$ cat src/rtl/stbs_pkg.sv
// stbs_pkg: shared types and constants for the sorted table binary search core.
// No dependencies; every other file in rtl/ uses this package.
`timescale 1ns / 1ps

package stbs_pkg;

  localparam int TABLE_DEPTH_DEFAULT = 256;
  localparam int KEY_W               = 32;
  localparam int INDEX_W             = 8;
  localparam int COUNT_W             = 9;

  // command queue between front and back
  localparam int QUEUE_AW    = 1;
  localparam int QUEUE_DEPTH = 2 ** QUEUE_AW;

  typedef enum logic {
    REQ_LOAD   = 1'b0,
    REQ_SEARCH = 1'b1
  } req_type_t;

  typedef enum logic {
    ST_IDLE,
    ST_SEARCH
  } back_state_t;

  // classified command: key holds the load key or the search key
  typedef struct packed {
    logic                     is_search;
    logic [INDEX_W-1:0]       index;
    logic [KEY_W-1:0]         key;
  } cmd_t;

endpackage

$ cat src/rtl/stbs_queue.sv
// Short command queue between the front end and the search engine.
// Depends on stbs_pkg for cmd_t and the queue depth.
`timescale 1ns / 1ps

module stbs_queue (
  input  logic           clk,
  input  logic           rst,
  input  logic           push_valid,
  output logic           push_ready,
  input  stbs_pkg::cmd_t push_data,
  output logic           pop_valid,
  input  logic           pop_ready,
  output stbs_pkg::cmd_t pop_data
);

  stbs_pkg::cmd_t                  slots [stbs_pkg::QUEUE_DEPTH];
  logic [stbs_pkg::QUEUE_AW-1:0]   wr_ptr;
  logic [stbs_pkg::QUEUE_AW-1:0]   rd_ptr;
  logic [stbs_pkg::QUEUE_AW:0]     fill;
  logic                            do_push;
  logic                            do_pop;

  assign push_ready = (fill != (stbs_pkg::QUEUE_AW+1)'(stbs_pkg::QUEUE_DEPTH));
  assign pop_valid  = (fill != '0);
  assign pop_data   = slots[rd_ptr];
  assign do_push    = push_valid && push_ready;
  assign do_pop     = pop_valid && pop_ready;

  always_ff @(posedge clk) begin
    if (do_push) begin
      slots[wr_ptr] <= push_data;
    end
  end

  always_ff @(posedge clk) begin
    if (rst) begin
      wr_ptr <= '0;
      rd_ptr <= '0;
      fill   <= '0;
    end else begin
      if (do_push) begin
        wr_ptr <= wr_ptr + 1'b1;
      end
      if (do_pop) begin
        rd_ptr <= rd_ptr + 1'b1;
      end
      case ({do_push, do_pop})
        2'b10:   fill <= fill + 1'b1;
        2'b01:   fill <= fill - 1'b1;
        default: fill <= fill;
      endcase
    end
  end

endmodule

$ cat config.mk
export PLATFORM = sky130hd
export DESIGN_NAME = stbs_queue
export DESIGN_NICKNAME = d
export VERILOG_FILES = /design/src/rtl/stbs_pkg.sv /design/src/rtl/stbs_queue.sv
export SDC_FILE = /design/constraint.sdc
export NUM_CORES = 1
export LEC_CHECK = 0
export CORE_MARGIN = 2
export CORE_UTILIZATION = 50
export DETAILED_ROUTE_END_ITERATION = 16
export DONT_BUFFER_PORTS = 1
export REMOVE_ABC_BUFFERS = 1
export SYNTH_ARGS = -nofsm -noshare
export SYNTH_HDL_FRONTEND = slang
export SYNTH_SLANG_ARGS = --single-unit
$ cat constraint.sdc
create_clock -name clk -period 3.3 [get_ports clk]
set_input_delay 0.495 -clock clk [delete_from_list [all_inputs] [get_ports clk]]
set_output_delay 0.495 -clock clk [all_outputs]
set_load 0.01 [all_outputs]
==> results.txt <==
----------------------------------------------------
[Outcome]
  Status ... completed

[Route]
  Average wire length per cell after detail routing ... 20.5 um
  DRC violations left ... 0
  Detailed-route wire length ... 4950 um
  Via Count ... 1,324
  Antenna-violating nets left ... 0
  Ratio of routed vias to standard cells ... 5.49
  Router iterations before antenna repair ... 4
  Iteration-0 DRC count of the detailed router ... 106

[Floorplan]
  Starting Density ... 50.8%
  Floorplan core area ... 6240 um2
  DIE AREA ... 6990 um2
  Horizontal die dimension ... 83.6 um
  Number of rows in the core area ... 29
  Die outline height ... 83.6 um
  Number of placed I/O pins ... 88

[CTS]
  Clock buffer count from CTS ... 9
  Buffer levels on the longest clock path ... 2
  Clk_lat worst skew ... 340 ps
  Clock tree from TritonCTS ... yes
  Hold-fix buffer count after cts ... 0
  Number of buffers inserted by post-CTS setup repair ... 0
  Root buffer selected by CTS ... clkbuf_8
  PostCTS Resize Cnt ... 0
  Depth of the CTS H-tree ... 3
  TritonCTS Sinks ... 87
  Clk pin slew, worst setup/hold paths ... 70 ps

[Synth]
  Yosys cell types ... 20
  Leading cell types by total area after synthesis ... edfxtp_1, mux2_2, dfxtp_1, buf_2, xnor2_1
  Avg Synthesized Cell Area ... 20.9 um2
  Sequential element share of the synthesized area ... 80.8%
  Number of synthesis warnings ... 0
  Top cell type's share of synthesized area ... 77.7%
  Top cell type by total area after synthesis ... edfxtp_1
  Synthesized instance count ... 152
  Cell area after technology mapping ... 3170 um2
  Synthesized flop and latch total ... 87

[Critical path]
  Buf+Inv Stages, Crit Path ... 0
  Worst-path cell with the longest stage delay ... dfxtp_2
  Data arrival at the endpoint of the critical path ... 1780 ps
  Worst setup SP type ... flip-flop
  Type of the setup path with the least slack ... flip-flop to output port
  Cell family with the largest share of critical-path delay ... flip-flops
  Required time reported for the critical path endpoint ... 2800 ps
  Crit. End Element ... output port
  Worst-path maximum fanout ... 41
  Maximum single-stage delay on the critical path ... 970 ps
  Ordered cell list for the critical path ... mux2_2

[GRT]
  First-pass GRT wire length ... 7690 um
  Maximum number of pins on one net before global-route repair ... 42
  GR Util All Layers ... 14.9%
  Via count of the first global-routing pass ... 1,505
  Remaining global-route overflow ... 0
  Antenna violations before repair ... 0

[Finish]
  Layout fillers ... 507
  Layout overhead on the synthesized area ... 8.29%
  Layout cell share with drive strength beyond 1 ... 36.0%
  Final Cell Area ... 3430 um2
  Net count of the finished layout ... 205
  Antenna cells ... 0

[Timing]
  Final Hold Fails ... 0
  Final worst clock skew ... 7.84 ps
  Setup violations, final ... 0
  Setup repair after global routing missed its margin ... no
  TNS Setup ... 0 ps
  Final worst-path cycle share ... 69.0%
  Worst-Margin Slew ... 970 ps
  Max Clock Freq ... 439 MHz
  Shortest clock period the worst path allows after layout ... 2280 ps
  Fin Hold WS ... 218 ps
  Headroom to the max-slew limit ... 35.3%
  Number of pins with negative max-slew slack in the final report ... 0

[Pwr]
  Pwr Density ... 795 nW/um2
  Leakage component of the power ... 1.11 nW
  Highest ir drop seen on vdd ... 544 uV
  PnR Total Power ... 0.00273 W

[Placed design]
  Placed cell areas ... 3250 um2
  Final weighted congestion in routability-driven placement ... 0.740
  Detailed Place HPWL ... 3260 um
  Port Buf Inserts ... 0

[Min path]
  Min-Delay Path Class ... input port to flip-flop

[Run]
  Max-cap violation count ... 0

----------------------------------------------------
==> through the flow <==
step	setup slack, ps	std cells	util [%]
after floorplan	1200	147	-
after global placement	1250	225	52.1
after detailed placement	1120	225	52.1
after CTS	971	241	55.0
after global routing	902	241	55.0
final	1020	241	55.0
==> layout make-up <==
cell class,instances,area (um2),area share [%]
flip-flops and latches,87,2560,74.7
clock inverters,5,48.8,1.42
well taps,77,96.3,2.81
multi-input cells,59,582,16.9
repair buffers,1,7.51,0.219
clock buffers,11,131,3.83
inverters,1,3.75,0.109
==> sequential cells by signal (all words and copies together), names as in the netlist, named ones only <==
signal,cells
wr_ptr,1
fill,2
slots,82
rd_ptr,1
==> cell usage after synthesis <==
cell / number
or3_1: 1
nor2_1: 3
dfxtp_1: 5
edfxtp_1: 82
buf_2: 4
xor2_1: 1
inv_1: 1
or2_2: 1
and3_1: 1
o21a_1: 1
o21ai_0: 1
clkbuf_1: 1
a21oi_1: 2
mux2_2: 41
nand2b_1: 1
a21bo_2: 1
nand3b_1: 1
xnor2_1: 2
ha_1: 1
nand2_1: 1
==> final timing paths <==
check	startpoint	to	slack [ps]	cells past startpoint
worst max register to register	fill[0]$_SDFFE_PP0P_	slots[0][17]$_DFFE_PP_	1160	4
worst min register to register	fill[1]$_SDFFE_PP0P_	fill[1]$_SDFFE_PP0P_	520	2
worst min-delay path	rst	flip-flop	220	1
worst max-delay path	flip-flop	pop_data[7]	1020	1
==> cells by family (layout without fill, tap and decap cells) <==
group                    after synthesis  after routing  share of synthesized area (%)
AND/OR/NAND/NOR                        9              9                           1.50
buffers and inverters                  6             18                          0.868
adder cells (fa/ha/maj)                1              1                          0.395
AO/OA/AOI/OAI                          5              5                           1.03
flip-flops                            87             87                           80.8
XOR/XNOR                               3              3                          0.829
multiplexers                          41             41                           14.6
==> power breakdown <==
part | internal (W) | total [W] | switching (W)
logic | 0.000244 | 0.000536 | 0.000293
registers | 0.00140 | 0.00152 | 0.000119
clock network | 0.000344 | 0.000676 | 0.000332
total | 0.00199 | 0.00273 | 0.000744
==> routing by layer <==
metal / up-vias / routed length (um) / track usage (%)
li1: 603 / - / -
met1: 658 / 1710 / 14.6
met2: 56 / 2650 / 25.7
met3: 7 / 512 / 7.91
met4: 0 / 73 / 7.04
met5: - / 0 / 0
==> cell usage in the layout (no fill, tap or decap) <==
master	netlist	layout
xnor2_1	2	2
o21ai_0	1	1
clkbuf_1	1	2
clkinv_1	0	2
or2_2	1	1
edfxtp_1	82	82
or3_1	1	1
dfxtp_1	5	4
nand2b_1	1	1
buf_4	0	1
xor2_1	1	1
nor2_1	3	3
o21a_1	1	1
nand2_1	1	1
a21bo_2	1	1
clkbuf_8	0	9
dfxtp_2	0	1
mux2_2	41	41
a21oi_1	2	2
bufinv_16	0	1
clkinv_2	0	3
nand3b_1	1	1
and3_2	0	1
ha_1	1	1
No activity file was read; power rests on OpenSTA's default activity.
