[config.mk]
export PLATFORM = sky130hd
export DESIGN_NAME = stbs_front_flat
export DESIGN_NICKNAME = d
export VERILOG_FILES = /design/src/rtl/stbs_pkg.sv /design/src/rtl/stbs_ifs.sv /design/src/rtl/stbs_front.sv /design/src/flat_wrapper.sv
export SDC_FILE = /design/constraint.sdc
export NUM_CORES = 1
export LEC_CHECK = 0
export BUFFER_PORTS_ARGS = -buffer_cell sky130_fd_sc_hd__buf_2
export CAP_MARGIN = 20
export CORE_UTILIZATION = 30
export CTS_CLUSTER_SIZE = 10
export DETAILED_ROUTE_END_ITERATION = 8
export GPL_TIMING_DRIVEN = 0
export PLACE_DENSITY = 0.95
export SETUP_SLACK_MARGIN = 0.2
export SLEW_MARGIN = 25
export SYNTH_ARGS = -nofsm -noshare
export SYNTH_HDL_FRONTEND = slang
export SYNTH_SLANG_ARGS = --single-unit
[constraint.sdc]
create_clock -name clk -period 1.2 [get_ports clk]
set_input_delay 0 -clock clk [delete_from_list [all_inputs] [get_ports clk]]
set_output_delay 0 -clock clk [all_outputs]
set_load 0.02 [all_outputs]
[src/rtl/stbs_pkg.sv]
// stbs_pkg: shared types and constants for the sorted table binary search core.
// No dependencies; every other file in rtl/ uses this package.
`timescale 1ns / 1ps

package stbs_pkg;

  localparam int TABLE_DEPTH_DEFAULT = 256;
  localparam int KEY_W               = 32;
  localparam int INDEX_W             = 8;
  localparam int COUNT_W             = 9;

  // command queue between front and back
  localparam int QUEUE_AW    = 1;
  localparam int QUEUE_DEPTH = 2 ** QUEUE_AW;

  typedef enum logic {
    REQ_LOAD   = 1'b0,
    REQ_SEARCH = 1'b1
  } req_type_t;

  typedef enum logic {
    ST_IDLE,
    ST_SEARCH
  } back_state_t;

  // classified command: key holds the load key or the search key
  typedef struct packed {
    logic                     is_search;
    logic [INDEX_W-1:0]       index;
    logic [KEY_W-1:0]         key;
  } cmd_t;

endpackage

[src/rtl/stbs_ifs.sv]
// Handshake channels of the sorted table binary search core: request, response, config.
// Depends on stbs_pkg for field widths.
`timescale 1ns / 1ps

interface stbs_req_if;
  logic                              valid;
  logic                              ready;
  logic                              req_type;
  logic [stbs_pkg::INDEX_W-1:0]      entry_index;
  logic signed [stbs_pkg::KEY_W-1:0] entry_key;
  logic signed [stbs_pkg::KEY_W-1:0] search_key;

  modport source (output valid, req_type, entry_index, entry_key, search_key, input ready);
  modport sink   (input valid, req_type, entry_index, entry_key, search_key, output ready);
endinterface


interface stbs_cfg_if;
  logic                         valid;
  logic                         ready;
  logic [stbs_pkg::COUNT_W-1:0] table_count;

  modport source (output valid, table_count, input ready);
  modport sink   (input valid, table_count, output ready);
endinterface

[src/rtl/stbs_front.sv]
// Front end: takes request beats, classifies loads and searches, drops loads past the table,
// and holds the clamped entry count. Depends on stbs_pkg and stbs_ifs.
`timescale 1ns / 1ps

module stbs_front #(
  parameter int TABLE_DEPTH = stbs_pkg::TABLE_DEPTH_DEFAULT,
  localparam int IW = $clog2(TABLE_DEPTH)
) (
  input  logic           clk,
  input  logic           rst,
  stbs_req_if.sink       req,
  stbs_cfg_if.sink       cfg,
  output logic           push_valid,
  input  logic           push_ready,
  output stbs_pkg::cmd_t push_data,
  output logic [IW:0]    entry_count
);

  logic is_search;
  logic in_range;

  assign is_search = (req.req_type == stbs_pkg::REQ_SEARCH);
  assign in_range  = int'(req.entry_index) < TABLE_DEPTH;

  // an out-of-range load is taken and dropped
  assign req.ready  = push_ready;
  assign push_valid = req.valid && (is_search || in_range);

  always_comb begin
    push_data.is_search = is_search;
    push_data.index     = req.entry_index;
    push_data.key       = is_search ? req.search_key : req.entry_key;
  end

  assign cfg.ready = 1'b1;

  always_ff @(posedge clk) begin
    if (rst) begin
      entry_count <= '0;
    end else if (cfg.valid) begin
      if (int'(cfg.table_count) > TABLE_DEPTH) begin
        entry_count <= (IW+1)'(TABLE_DEPTH);
      end else begin
        entry_count <= (IW+1)'(cfg.table_count);
      end
    end
  end

endmodule

[src/flat_wrapper.sv]
// flat-port wrapper written by rule: the top's interface ports become plain ports
module stbs_front_flat 
#(
  parameter int TABLE_DEPTH = stbs_pkg::TABLE_DEPTH_DEFAULT,
  localparam int IW = $clog2(TABLE_DEPTH)
)
  (clk, rst, push_valid, push_ready, push_data, entry_count, req_valid, req_req_type, req_entry_index, req_entry_key, req_search_key, req_ready, cfg_valid, cfg_table_count, cfg_ready);
  stbs_req_if req_i ();
  stbs_cfg_if cfg_i ();
  input  logic clk;
  input  logic rst;
  output logic push_valid;
  input  logic push_ready;
  output stbs_pkg::cmd_t push_data;
  output logic [IW:0] entry_count;
  input wire logic [$bits(req_i.valid)-1:0] req_valid;
  input wire logic [$bits(req_i.req_type)-1:0] req_req_type;
  input wire logic [$bits(req_i.entry_index)-1:0] req_entry_index;
  input wire logic [$bits(req_i.entry_key)-1:0] req_entry_key;
  input wire logic [$bits(req_i.search_key)-1:0] req_search_key;
  output wire logic [$bits(req_i.ready)-1:0] req_ready;
  input wire logic [$bits(cfg_i.valid)-1:0] cfg_valid;
  input wire logic [$bits(cfg_i.table_count)-1:0] cfg_table_count;
  output wire logic [$bits(cfg_i.ready)-1:0] cfg_ready;
  assign req_i.valid = req_valid;
  assign req_i.req_type = req_req_type;
  assign req_i.entry_index = req_entry_index;
  assign req_i.entry_key = req_entry_key;
  assign req_i.search_key = req_search_key;
  assign req_ready = req_i.ready;
  assign cfg_i.valid = cfg_valid;
  assign cfg_i.table_count = cfg_table_count;
  assign cfg_ready = cfg_i.ready;
  stbs_front #(.TABLE_DEPTH(TABLE_DEPTH)) u_core (.clk(clk), .rst(rst), .req(req_i), .cfg(cfg_i), .push_valid(push_valid), .push_ready(push_ready), .push_data(push_data), .entry_count(entry_count));
endmodule
==> results.txt <==
After synthesis, flip-flops and latches occupy 20.75% of the total area. The flop and latch count out of synthesis came out at 9. The logic gate share of total power came out at 52.8%. The number of levels the H-tree was split into came out at 1.

The number of cell rows is 19. The biggest cell delay along the critical path came out at 530 ps. The register with the most flip-flops in the layout has 9 of them.

The final number of max-transition violations came out at 0. The final hold violation count came to 0. The maximum fanout along the worst path is 8. The post-synthesis area per instance came out at 9.757 µm². The maximum vdd drop came out at 0.6968 mV.

The final worst setup slack came out at 221.9 ps. The post-synthesis instance area is 868.3 µm². After filler insertion, the fill cell instance count of the layout stands at 254. The final setup skew came out at 0 ps. The depth of the most critical reg-to-reg path is 2. The worst hold path depth is 3.

Wires add up to 3.330 mm. For this run, the detailed router's first-pass iteration total came to 4. The estimated wirelength of the detail-placed design is 2.808 mm. The post-route DRC violation count came out at 0. The number of global-route vias before repair is 1178. The run finished with clean final reports.

The fraction of layout instances using a drive strength above 1 came out at 77.33%. The number of buffers between clock root and the deepest sink is 2. The final critical-path share of the clock period is 81.51%. The width of the chip came out at 55.80 µm. The total of max-cap violations is 0.

By area the synthesized netlist is led by sky130_fd_sc_hd__mux2_2 (32%), sky130_fd_sc_hd__dfxtp_1 (21%), sky130_fd_sc_hd__buf_4 (10%). The detail route stage leaves a number of antenna-violating nets equal to 0. The routability congestion estimate is 0.8589. The area of the core region came out at 2758 µm². At the worst endpoint, the required time is 1360 ps. The worst setup path is captured at a flip-flop. Clock-pin slew was measured on the worst setup and hold paths at 60 ps.

The design internal power is 0.7478 mW. The height of the die is 55.80 µm. The static leakage is 0.8981 nW. The total die area came out at 3114 µm². The post-synthesis async set-or-reset flop share is 0%.

The maximum clock frequency is 1022 MHz. The number of buffers inserted by port buffering came out at 125. For this run, the total global-route usage over all layers was measured as 20.89%. The net switching share of the total power came out at 36.17%. The slowest stage of the critical path is the sky130_fd_sc_hd__dlygate4sd3_1 cell. The iteration-0 DRC count of the detailed router came out at 24. Counting every net in the synthesized netlist gives 176. The detailed-route wire length per cell came out at 13.01 µm. The clock group share of total power is 20.1%. The number of top-level pins is 140. The setup TNS after final layout came out at 0 ps. The power density relative to cell area came out at 714.7 nW/µm². The pin count of the biggest net entering global routing is 11.

The total of endpoints with negative setup slack in the final report came out at 0. The fraction of post-synthesis cell area in the top cell type by area is 32.42%. The number of buffers inserted during clock tree synthesis came out at 3. The final net count is 313. The synthesized netlist cell count is 89. The number of antenna diodes in the final layout is 0.

The post-detailed-route via-to-cell ratio came out at 4.594. For this run, the number of Yosys warnings is 0. The wire length of the first global-routing pass came out at 5.133 mm. The initial antenna violation count came out at 0. The total number of clock tree sinks came out at 9. The most instantiated flip-flop cell in the synthesis netlist is sky130_fd_sc_hd__dfxtp_1. The relative contribution of sequential cells to total power is 27.1%. For the worst setup path, the data arrival time is 1140 ps.

The worst path in the final design needs a cycle of 978.1 ps, including I/O delays and setup. The path class of the lowest-slack min-delay path is primary input to flip-flop. The signal on the critical path passes through dlygate4sd3_1, buf_2, or2_1, buf_6, o32ai_1. Once the floorplan was initialized, standard cells occupied 31.49% of the core.

The critical path in this run is classified as primary input to flip-flop. The synthesized design spends more area on one cell type than any other, namely sky130_fd_sc_hd__mux2_2. TritonCTS built the clock tree.

The number of enable flip-flop cells after synthesis is 0. The via count came out at 1176. Among all cell types in the netlist, the one instantiated most often is sky130_fd_sc_hd__mux2_2. The number of buffers added for setup after CTS came out at 0. Setup repair after global routing left no endpoint under its margin.

u_core.entry_count holds more flip-flops than any other register. The sum of overflow across all layers after global routing came out at 0. The largest registers in the layout are u_core.entry_count (9). Summed over all nets, the switching power comes to 0.4237 mW.

STA classifies the critical path startpoint as a primary input. The latest clock arrival within the worst-skew pair came out at 260 ps. The worst-case setup slack after placement came out at 450.4 ps. Yosys mapped the design onto 13 distinct sky130hd cell types. The post-synthesis to final-layout area growth is 88.76%. After synthesis, the most frequently instantiated cells are sky130_fd_sc_hd__mux2_2 (25), sky130_fd_sc_hd__buf_4 (12), sky130_fd_sc_hd__dfxtp_1 (9). The cell sitting at the root of the clock tree is a sky130_fd_sc_hd__clkbuf_4.
worst max-delay path, delay by kind of cell:
kind                   cells  cell delay, ps
AOI/OAI and AO/OA          1             120
and+or+nand+nor            1             230
buffers and inverters      3             800
worst paths after layout:
path | endpoint | start | slack (ps)
worst min-delay path | u_core.entry_count[7] | cfg_table_count[7] | 5
worst max-delay path | u_core.entry_count[0] | cfg_table_count[8] | 220
worst min register to register | u_core.entry_count[1] | u_core.entry_count[1] | 470
worst max register to register | u_core.entry_count[0] | u_core.entry_count[0] | 460
power by group through the flow:
stage | registers [mW] | logic (mW) | clock network [mW]
finish | 0.318 | 0.618 | 0.235
global route | 0.319 | 0.654 | 0.260
CTS | 0.318 | 0.614 | 0.240
detailed placement | 0.324 | 0.592 | 0
global placement | 0.324 | 0.583 | 0
floorplan | 0.340 | 0.339 | 0
placed cells by master, fill, tap and decap left out:
cell type                       count
sky130_fd_sc_hd__buf_4             13
sky130_fd_sc_hd__nor2_1             1
sky130_fd_sc_hd__clkbuf_1           1
sky130_fd_sc_hd__buf_6              7
sky130_fd_sc_hd__o32ai_2            1
sky130_fd_sc_hd__mux2_1             7
sky130_fd_sc_hd__o32ai_1            7
sky130_fd_sc_hd__dlygate4sd3_1      7
sky130_fd_sc_hd__dfxtp_1            9
sky130_fd_sc_hd__conb_1             1
sky130_fd_sc_hd__or2_1              1
sky130_fd_sc_hd__nand2_1            8
sky130_fd_sc_hd__buf_2            125
sky130_fd_sc_hd__mux2i_1            1
sky130_fd_sc_hd__inv_1              8
sky130_fd_sc_hd__clkbuf_4           3
sky130_fd_sc_hd__mux2_2            25
logic make-up (layout without fill, tap and decap cells):
family                 after synthesis  count (layout)  share of synthesized area [%]
muxes                               33              33                          42.65
buffers and inverters               28             164                          23.49
DFF                                  9               9                          20.75
other                                1               1                         0.4319
and+or+nand+nor                     10              10                          4.611
AOI/OAI and AO/OA                    8               8                          8.069
metrics by stage:
step	util, %	hold WS (ps)	total power [mW]	cells	cell area, µm²
6_report	59.44	4.519	1.171	256	1639
5_1_grt	59.44	0.4787	1.233	256	1639
4_1_cts	59.07	3.038	1.172	256	1629
3_5_place_dp	55.58	211.7	0.9168	245	1533
3_3_place_gp	55.58	209.2	0.9061	245	1533
2_1_floorplan	-	112.6	0.6783	89	868.3
cell type report:
type	count	area [µm²]	share of cell area, %
repair buffers	132	695.7	42.44
flip-flops and latches	9	180.2	10.99
well taps	31	38.79	2.366
clock buffers	4	26.28	1.603
plain buffers	20	176.4	10.76
inverters	8	30.03	1.832
multi-input cells	52	491.7	30.00
repair_timing:
action	4_1_cts	5_1_grt
gates resized for setup	0	3
endpoints found under the setup margin	0	1
endpoints found under the hold margin	9	0
hold buffers	7	0
layer usage:
metal  vias up  track usage [%]  wire [µm]
met5         -                0          0
met1       521            23.84       1306
met4         0            8.929         69
met3         9            2.558        257
met2        77            38.73       1696
li1        569                -          -
No activity file was read; power rests on OpenSTA's default activity.
